## config.mk

```make
export PLATFORM = sky130hd
export DESIGN_NAME = ses_front
export DESIGN_NICKNAME = d
export VERILOG_FILES = /design/src/ses_pkg.sv /design/src/ses_mulq.sv /design/src/ses_front.sv
export SDC_FILE = /design/constraint.sdc
export NUM_CORES = 2
export LEC_CHECK = 0
export BUFFER_PORTS_ARGS = -buffer_cell sky130_fd_sc_hd__buf_4
export CORE_ASPECT_RATIO = 1.4
export CORE_MARGIN = 1.5
export CORE_UTILIZATION = 40
export DETAILED_ROUTE_END_ITERATION = 8
export PLACE_DENSITY = 0.62
export SLEW_MARGIN = 0
export SYNTH_ARGS = -nofsm -noshare
export SYNTH_HDL_FRONTEND = slang
export SYNTH_SLANG_ARGS = --single-unit
```

## constraint.sdc

```tcl
create_clock -name i_clk -period 8.36 [get_ports i_clk]
set_clock_uncertainty 0.15 [all_clocks]
set_input_delay 1.254 -clock i_clk [delete_from_list [all_inputs] [get_ports i_clk]]
set_output_delay 1.254 -clock i_clk [all_outputs]
set_load 0.01 [all_outputs]
```

## src/ses_pkg.sv

```systemverilog
// ----------------------------------------------------------------------------
// Septic spline evaluator package
// Shared widths, types, register codes and saturation helpers.
// ----------------------------------------------------------------------------
`timescale 1ns / 1ps

package ses_pkg;

    localparam int P_COEFF_COUNT = 8;
    localparam int P_FRAC_BITS   = 16;

    localparam int P_TIME_W    = 32;
    localparam int P_ACC_W     = 48;
    localparam int P_MULB_W    = P_TIME_W + 1;
    localparam int P_PROD_W    = P_ACC_W + P_MULB_W;
    localparam int P_SUM_W     = P_ACC_W + 1;
    localparam int P_SPLIT     = 24;
    localparam int P_IDX_W     = 3;
    localparam int P_CFG_IDX_W = 2;

    typedef logic signed [P_TIME_W-1:0]                   t_time;
    typedef logic        [P_TIME_W-1:0]                   t_udur;
    typedef logic signed [P_ACC_W-1:0]                    t_acc;
    typedef logic signed [P_MULB_W-1:0]                   t_mulb;
    typedef logic signed [P_PROD_W-1:0]                   t_prod;
    typedef logic signed [P_SUM_W-1:0]                    t_sum;
    typedef logic signed [P_ACC_W-P_SPLIT+P_MULB_W-1:0]   t_phi;
    typedef logic signed [P_SPLIT+1+P_MULB_W-1:0]         t_plo;

    localparam t_time P_START_TIME_RST   = 32'sd0;
    localparam t_time P_END_TIME_RST     = 32'sd65536;
    localparam t_udur P_INV_DURATION_RST = 32'd65536;

    typedef enum logic [0:0] {
        OP_LOAD = 1'b0,
        OP_EVAL = 1'b1
    } t_op;

    typedef enum logic [P_CFG_IDX_W-1:0] {
        CFG_START_TIME   = 2'd0,
        CFG_END_TIME     = 2'd1,
        CFG_INV_DURATION = 2'd2
    } t_cfg_idx;

    typedef struct packed {
        logic                 valid;
        t_op                  op;
        logic [P_IDX_W-1:0]   idx;
        t_time                value;
        t_time                tn;
        logic                 oow;
    } t_item;

    typedef struct packed {
        t_acc pos;
        t_acc vel;
        t_acc acc;
    } t_accs;

    function automatic t_acc f_sat48(input t_prod x);
        t_acc res;
        if ((x[P_PROD_W-1:P_ACC_W-1] == '0) || (x[P_PROD_W-1:P_ACC_W-1] == '1)) begin
            res = x[P_ACC_W-1:0];
        end else if (x[P_PROD_W-1]) begin
            res = {1'b1, {(P_ACC_W-1){1'b0}}};
        end else begin
            res = {1'b0, {(P_ACC_W-1){1'b1}}};
        end
        return res;
    endfunction

    function automatic t_time f_sat32(input t_prod x);
        t_time res;
        if ((x[P_PROD_W-1:P_TIME_W-1] == '0) || (x[P_PROD_W-1:P_TIME_W-1] == '1)) begin
            res = x[P_TIME_W-1:0];
        end else if (x[P_PROD_W-1]) begin
            res = {1'b1, {(P_TIME_W-1){1'b0}}};
        end else begin
            res = {1'b0, {(P_TIME_W-1){1'b1}}};
        end
        return res;
    endfunction

    function automatic t_acc f_add_sat(input t_prod q, input t_acc w);
        t_acc s;
        t_sum sum;
        s   = f_sat48(q);
        sum = t_sum'(s) + t_sum'(w);
        return f_sat48(t_prod'(sum));
    endfunction

    function automatic int f_weight(input int k, input int order);
        int w;
        w = 1;
        for (int j = 0; j < order; j++) begin
            w = w * (k - j);
        end
        return w;
    endfunction

endpackage

```

## src/ses_mulq.sv

```systemverilog
// ----------------------------------------------------------------------------
// Fixed-point multiplier
// Two-stage signed multiply, split into two partial products, with the
// product shifted right by the fraction width and truncated toward zero.
// ----------------------------------------------------------------------------
`timescale 1ns / 1ps

module ses_mulq #(
    parameter int FRAC_BITS = ses_pkg::P_FRAC_BITS
) (
    input  logic           i_clk,
    input  ses_pkg::t_acc  i_a,
    input  ses_pkg::t_mulb i_b,
    output ses_pkg::t_prod o_q
);

    localparam ses_pkg::t_prod L_BIAS =
        (ses_pkg::t_prod'(1) <<< FRAC_BITS) - ses_pkg::t_prod'(1);

    ses_pkg::t_phi  r_p_hi;
    ses_pkg::t_plo  r_p_lo;
    logic           r_neg;
    ses_pkg::t_prod r_q;
    ses_pkg::t_prod n_sum;
    ses_pkg::t_prod n_q;

    always_ff @(posedge i_clk) begin
        r_p_hi <= $signed(i_a[ses_pkg::P_ACC_W-1:ses_pkg::P_SPLIT]) * i_b;
        r_p_lo <= $signed({1'b0, i_a[ses_pkg::P_SPLIT-1:0]}) * i_b;
        r_neg  <= i_a[ses_pkg::P_ACC_W-1] ^ i_b[ses_pkg::P_MULB_W-1];
    end

    // A negative product gets a bias so that the shift truncates toward zero.
    always_comb begin
        n_sum = (ses_pkg::t_prod'(r_p_hi) <<< ses_pkg::P_SPLIT)
              + ses_pkg::t_prod'(r_p_lo)
              + (r_neg ? L_BIAS : ses_pkg::t_prod'(0));
        n_q   = n_sum >>> FRAC_BITS;
    end

    always_ff @(posedge i_clk) begin
        r_q <= n_q;
    end

    assign o_q = r_q;

endmodule

```

## src/ses_front.sv

```systemverilog
// ----------------------------------------------------------------------------
// Septic spline front end
// Clamps the sample time into the window and forms the normalized time.
// ----------------------------------------------------------------------------
`timescale 1ns / 1ps

module ses_front #(
    parameter int FRAC_BITS = ses_pkg::P_FRAC_BITS
) (
    input  logic                          i_clk,
    input  logic                          i_rst_n,
    input  logic                          i_valid,
    input  logic                          i_opcode,
    input  logic [ses_pkg::P_IDX_W-1:0]   i_coeff_index,
    input  ses_pkg::t_time                i_coeff_value,
    input  ses_pkg::t_time                i_sample_time,
    input  ses_pkg::t_time                i_start_time,
    input  ses_pkg::t_time                i_end_time,
    input  ses_pkg::t_udur                i_inv_duration,
    output ses_pkg::t_item                o_item
);

    ses_pkg::t_item r_item1;
    ses_pkg::t_item r_item2;
    ses_pkg::t_item r_item3;
    ses_pkg::t_item r_item4;
    ses_pkg::t_mulb r_d;
    ses_pkg::t_item n_item1;
    ses_pkg::t_item n_item4;
    ses_pkg::t_time n_tc;
    ses_pkg::t_mulb n_d;
    ses_pkg::t_prod w_q;

    always_comb begin
        n_item1       = '0;
        n_item1.valid = i_valid;
        n_item1.op    = ses_pkg::t_op'(i_opcode);
        n_item1.idx   = i_coeff_index;
        n_item1.value = i_coeff_value;
        n_tc          = i_sample_time;
        if (i_sample_time < i_start_time) begin
            n_tc        = i_start_time;
            n_item1.oow = 1'b1;
        end else if (i_sample_time > i_end_time) begin
            n_tc        = i_end_time;
            n_item1.oow = 1'b1;
        end
        n_d = ses_pkg::t_mulb'(n_tc) - ses_pkg::t_mulb'(i_start_time);
    end

    always_comb begin
        n_item4    = r_item3;
        n_item4.tn = ses_pkg::f_sat32(w_q);
    end

    always_ff @(posedge i_clk) begin
        if (!i_rst_n) begin
            r_item1.valid <= 1'b0;
            r_item2.valid <= 1'b0;
            r_item3.valid <= 1'b0;
            r_item4.valid <= 1'b0;
        end else begin
            r_item1 <= n_item1;
            r_item2 <= r_item1;
            r_item3 <= r_item2;
            r_item4 <= n_item4;
        end
        r_d <= n_d;
    end

    ses_mulq #(
        .FRAC_BITS (FRAC_BITS)
    ) u_mul_tn (
        .i_clk (i_clk),
        .i_a   (ses_pkg::t_acc'(r_d)),
        .i_b   (ses_pkg::t_mulb'(i_inv_duration)),
        .o_q   (w_q)
    );

    assign o_item = r_item4;

endmodule

```

==> reports/metrics.yaml <==
clock_network:
  cts_setup_buffers: 0
  cts-root-buf: "clkbuf_16"
  cts_max_level: 2
  clock-sinks: 381
  clock_latency_ps: 600
  cts_buffer_depth: 3
  cts-buffers-inserted: 42
  cts_tree: "yes"
  cts_hold_buf: 0
  path_clk_slew_ps: 60
  cts_resized: 0
critical_path:
  r2r_start: "r_d[9]$_DFF_P_"
  r2r_end: "u_mul_tn.r_p_lo[55]$_DFF_P_"
  cp_data_required_time_ps: 8680
  arrival_ps: 8150
  crit_chain: "buf_12 > nand2_1 > fa_1 > inv_1 > fa_1 > inv_1 > fa_1 > inv_1 > fa_1 > fa_1 > fa_1 > inv_1 > fa_1 > inv_1 > ha_1 > a21oi_1 > o21bai_1 > a21oi_1 > nor2b_1 > o211ai_1 > a311oi_1 > o21ai_1 > a221o_1 > a2111o_1"
  r2r_slack_ps: 530
  critPathMaxFanout: 20
  cp_slowest_cell: "dfxtp_1"
  r2r_cells: 24
  cp-end-kind: "flop"
  start_kind: "flop"
  path_delay_family: "adder cells"
  crit_top_cell: "fa_1"
  critPathBufInv: 6
  critPathKind: "flop to flop"
  slowest_delay_ps: 760
sta:
  timing.final.hold_violations: 0
  tightest_slew_ps: 981.2
  fin_ws_ps: 534.5
  fin_crit_ps: 7826
  setup_viol: 0
  maxSlewViolCount: 0
  rsz0062_at_grt: "no"
  slew_headroom: 0.3458
  fmax_mhz: 127.8
  fin_crit_sh: 0.9361
synthesis:
  ys_seq_area_frac: 0.1889
  async_reset_ff_frac: 0
  synth_area_sq_um: 49910
  synth_fp_nets: 6603
  synth-seq-cells: 381
  synth_ff_type: "dfxtp_1"
  synth_edf_count: 180
  synthCells: 5141
  synth.distinct_cells: 74
  synth.avg_cell_area_sq_um: 9.708
  yosysWarnings: 0
route:
  vias: 35720
  routed_wl_mm: 129.6
  drtAntennaViolNets: 0
  drt_iter0_drc: 1740
  dr.pass1.iters: 5
  via_per_inst: 5.078
  drc: 0
  avgRoutedWirePerCell_um: 18.43
place:
  dpl_cell_area_sq_um: 54370
  pre_cts_ws_ps: -78.28
  dpl.hpwl_mm: 108.9
  dp_cells: 6957
  numPortBuffers: 236
  gp_congestion: 0.9071
finish:
  design_area_sq_um: 55810
  multi_input_area_sq_um: 35990
  layout_commonest_cell: "inv_1"
  fill_cells: 11920
  final_util: 0.4499
  nets: 6836
  area_growth_pct: 11.83
  final_cell_mix: "inv_1, fa_1, nand2_1"
  drive_above_1_share: 0.09378
  register_area_sq_um: 9432
  final_cells: 7034
status:
  status: "finished, final reports clean"
floorplanning:
  placementRows: 153
  initial_core_util: 0.4023
  pin_count: 237
  die_h_um: 421.0
  die_x_um: 301.5
  core_area_sq_um: 124000
  die_area_sq_um: 126900
grt:
  antenna_found_initial: 5
  first_global_vias: 39810
  grt_max_degree: 103
  grt_pass1_wl_mm: 209.7
  track_usage: 0.2086
  grt_overflow: 0
min_path:
  worstHoldEndpoint: "r_item2[41]$_DFFE_PP_"
  hp-start: "r_item1[41]$_DFFE_PP_"
  hp-class: "flop to flop"
  worstHoldPathCells: 0
flow_run:
  max-cap-violations: 0
-- per-stage QoR --
stage                     hold slack, ps  setup TNS [ps]
final                              266.4               0
after global routing               271.7               0
after CTS                          266.5               0
after detailed placement           254.5          -132.1
after global placement             250.9          -44.63
after floorplan                    250.3               0
-- how the worst max path moves through the flow --
stage	start	to	slack, ps	depth (start not counted)
3_5_place_dp	i_inv_duration[14]	u_mul_tn.r_p_lo[55]$_DFF_P_	-80	24
6_report	r_d[9]$_DFF_P_	u_mul_tn.r_p_lo[55]$_DFF_P_	530	24
2_1_floorplan	i_inv_duration[13]	u_mul_tn.r_p_lo[55]$_DFF_P_	450	25
5_1_grt	r_d[8]$_DFF_P_	u_mul_tn.r_p_lo[55]$_DFF_P_	220	24
4_1_cts	r_d[9]$_DFF_P_	u_mul_tn.r_p_lo[55]$_DFF_P_	560	24
3_3_place_gp	i_inv_duration[15]	u_mul_tn.r_p_lo[55]$_DFF_P_	-40	25
-- routing by layer --
metal | track usage | routed length (um) | up-vias | part of all wire
met2 | 0.3887 | 67870 | 912 | 0.52
met4 | 0.07492 | 4815 | 4 | 0.037
met5 | 0 | 22 | - | 0.00017
met1 | 0.2435 | 51100 | 18070 | 0.39
met3 | 0.02319 | 5814 | 260 | 0.045
li1 | - | - | 16470 | -
-- Yosys cell counts, types with 6 or more instances --
| master | number | share of area |
|---|---|---|
| xor2_1 | 53 | 0.0093 |
| dfxtp_1 | 201 | 0.081 |
| mux2i_1 | 63 | 0.013 |
| nor2_1 | 88 | 0.0066 |
| or3_1 | 9 | 0.0011 |
| or4_1 | 6 | 0.00090 |
| ha_1 | 425 | 0.11 |
| a31oi_1 | 18 | 0.0023 |
| xnor2_1 | 103 | 0.018 |
| and4_1 | 6 | 0.0011 |
| nand3_1 | 35 | 0.0035 |
| o21bai_1 | 28 | 0.0042 |
| inv_1 | 966 | 0.073 |
| fa_1 | 870 | 0.35 |
| o21a_1 | 23 | 0.0035 |
| a21oi_1 | 166 | 0.017 |
| clkbuf_1 | 226 | 0.017 |
| nand2_1 | 627 | 0.047 |
| o211ai_1 | 13 | 0.0020 |
| nand4_1 | 52 | 0.0065 |
| o21ai_0 | 77 | 0.0077 |
| and3_1 | 23 | 0.0029 |
| o31ai_1 | 10 | 0.0015 |
| nor4_1 | 15 | 0.0019 |
| o2111ai_1 | 7 | 0.0012 |
| nand2b_1 | 41 | 0.0051 |
| nor3_1 | 22 | 0.0022 |
| and2_1 | 504 | 0.063 |
| a211oi_1 | 20 | 0.0030 |
| o21ai_1 | 8 | 0.00080 |
| a21o_1 | 126 | 0.019 |
| edfxtp_1 | 180 | 0.11 |
| nor2b_1 | 37 | 0.0046 |
-- flip-flops by register name (all words and copies together) (netlist names) --
signal           count
o_item              70
u_mul_tn.o_q        65
u_mul_tn.r_p_lo     56
u_mul_tn.r_p_hi     42
n_item4             38
r_item1             38
r_item2             38
r_d                 33
u_mul_tn.r_neg       1
-- final cells by class --
class                   instances  share of cell area
flip-flops and latches        381              0.1690
multi-input cells            3562              0.6448
clock inverters                24            0.005963
inverters                     966             0.06497
repair buffers                421             0.05894
clock buffers                  52             0.01986
well taps                    1627             0.03647
diodes                          1          0.00004484
-- cells by family (layout without fill, tap and decap cells) --
group | after synthesis | after routing | share of synthesized area
simple gates | 1486 | 1486 | 0.1507
xor+xnor | 157 | 157 | 0.02770
mux | 65 | 65 | 0.01309
fa+ha+maj | 1295 | 1295 | 0.4555
flops | 381 | 381 | 0.1889
other cells | 0 | 1 | 0
buf+inv | 1198 | 1463 | 0.09038
compound gates | 559 | 559 | 0.07371
Power is left out: the tool's default activity adds up to more than one toggle a clock period on the data nets, which glitch-free logic cannot reach.
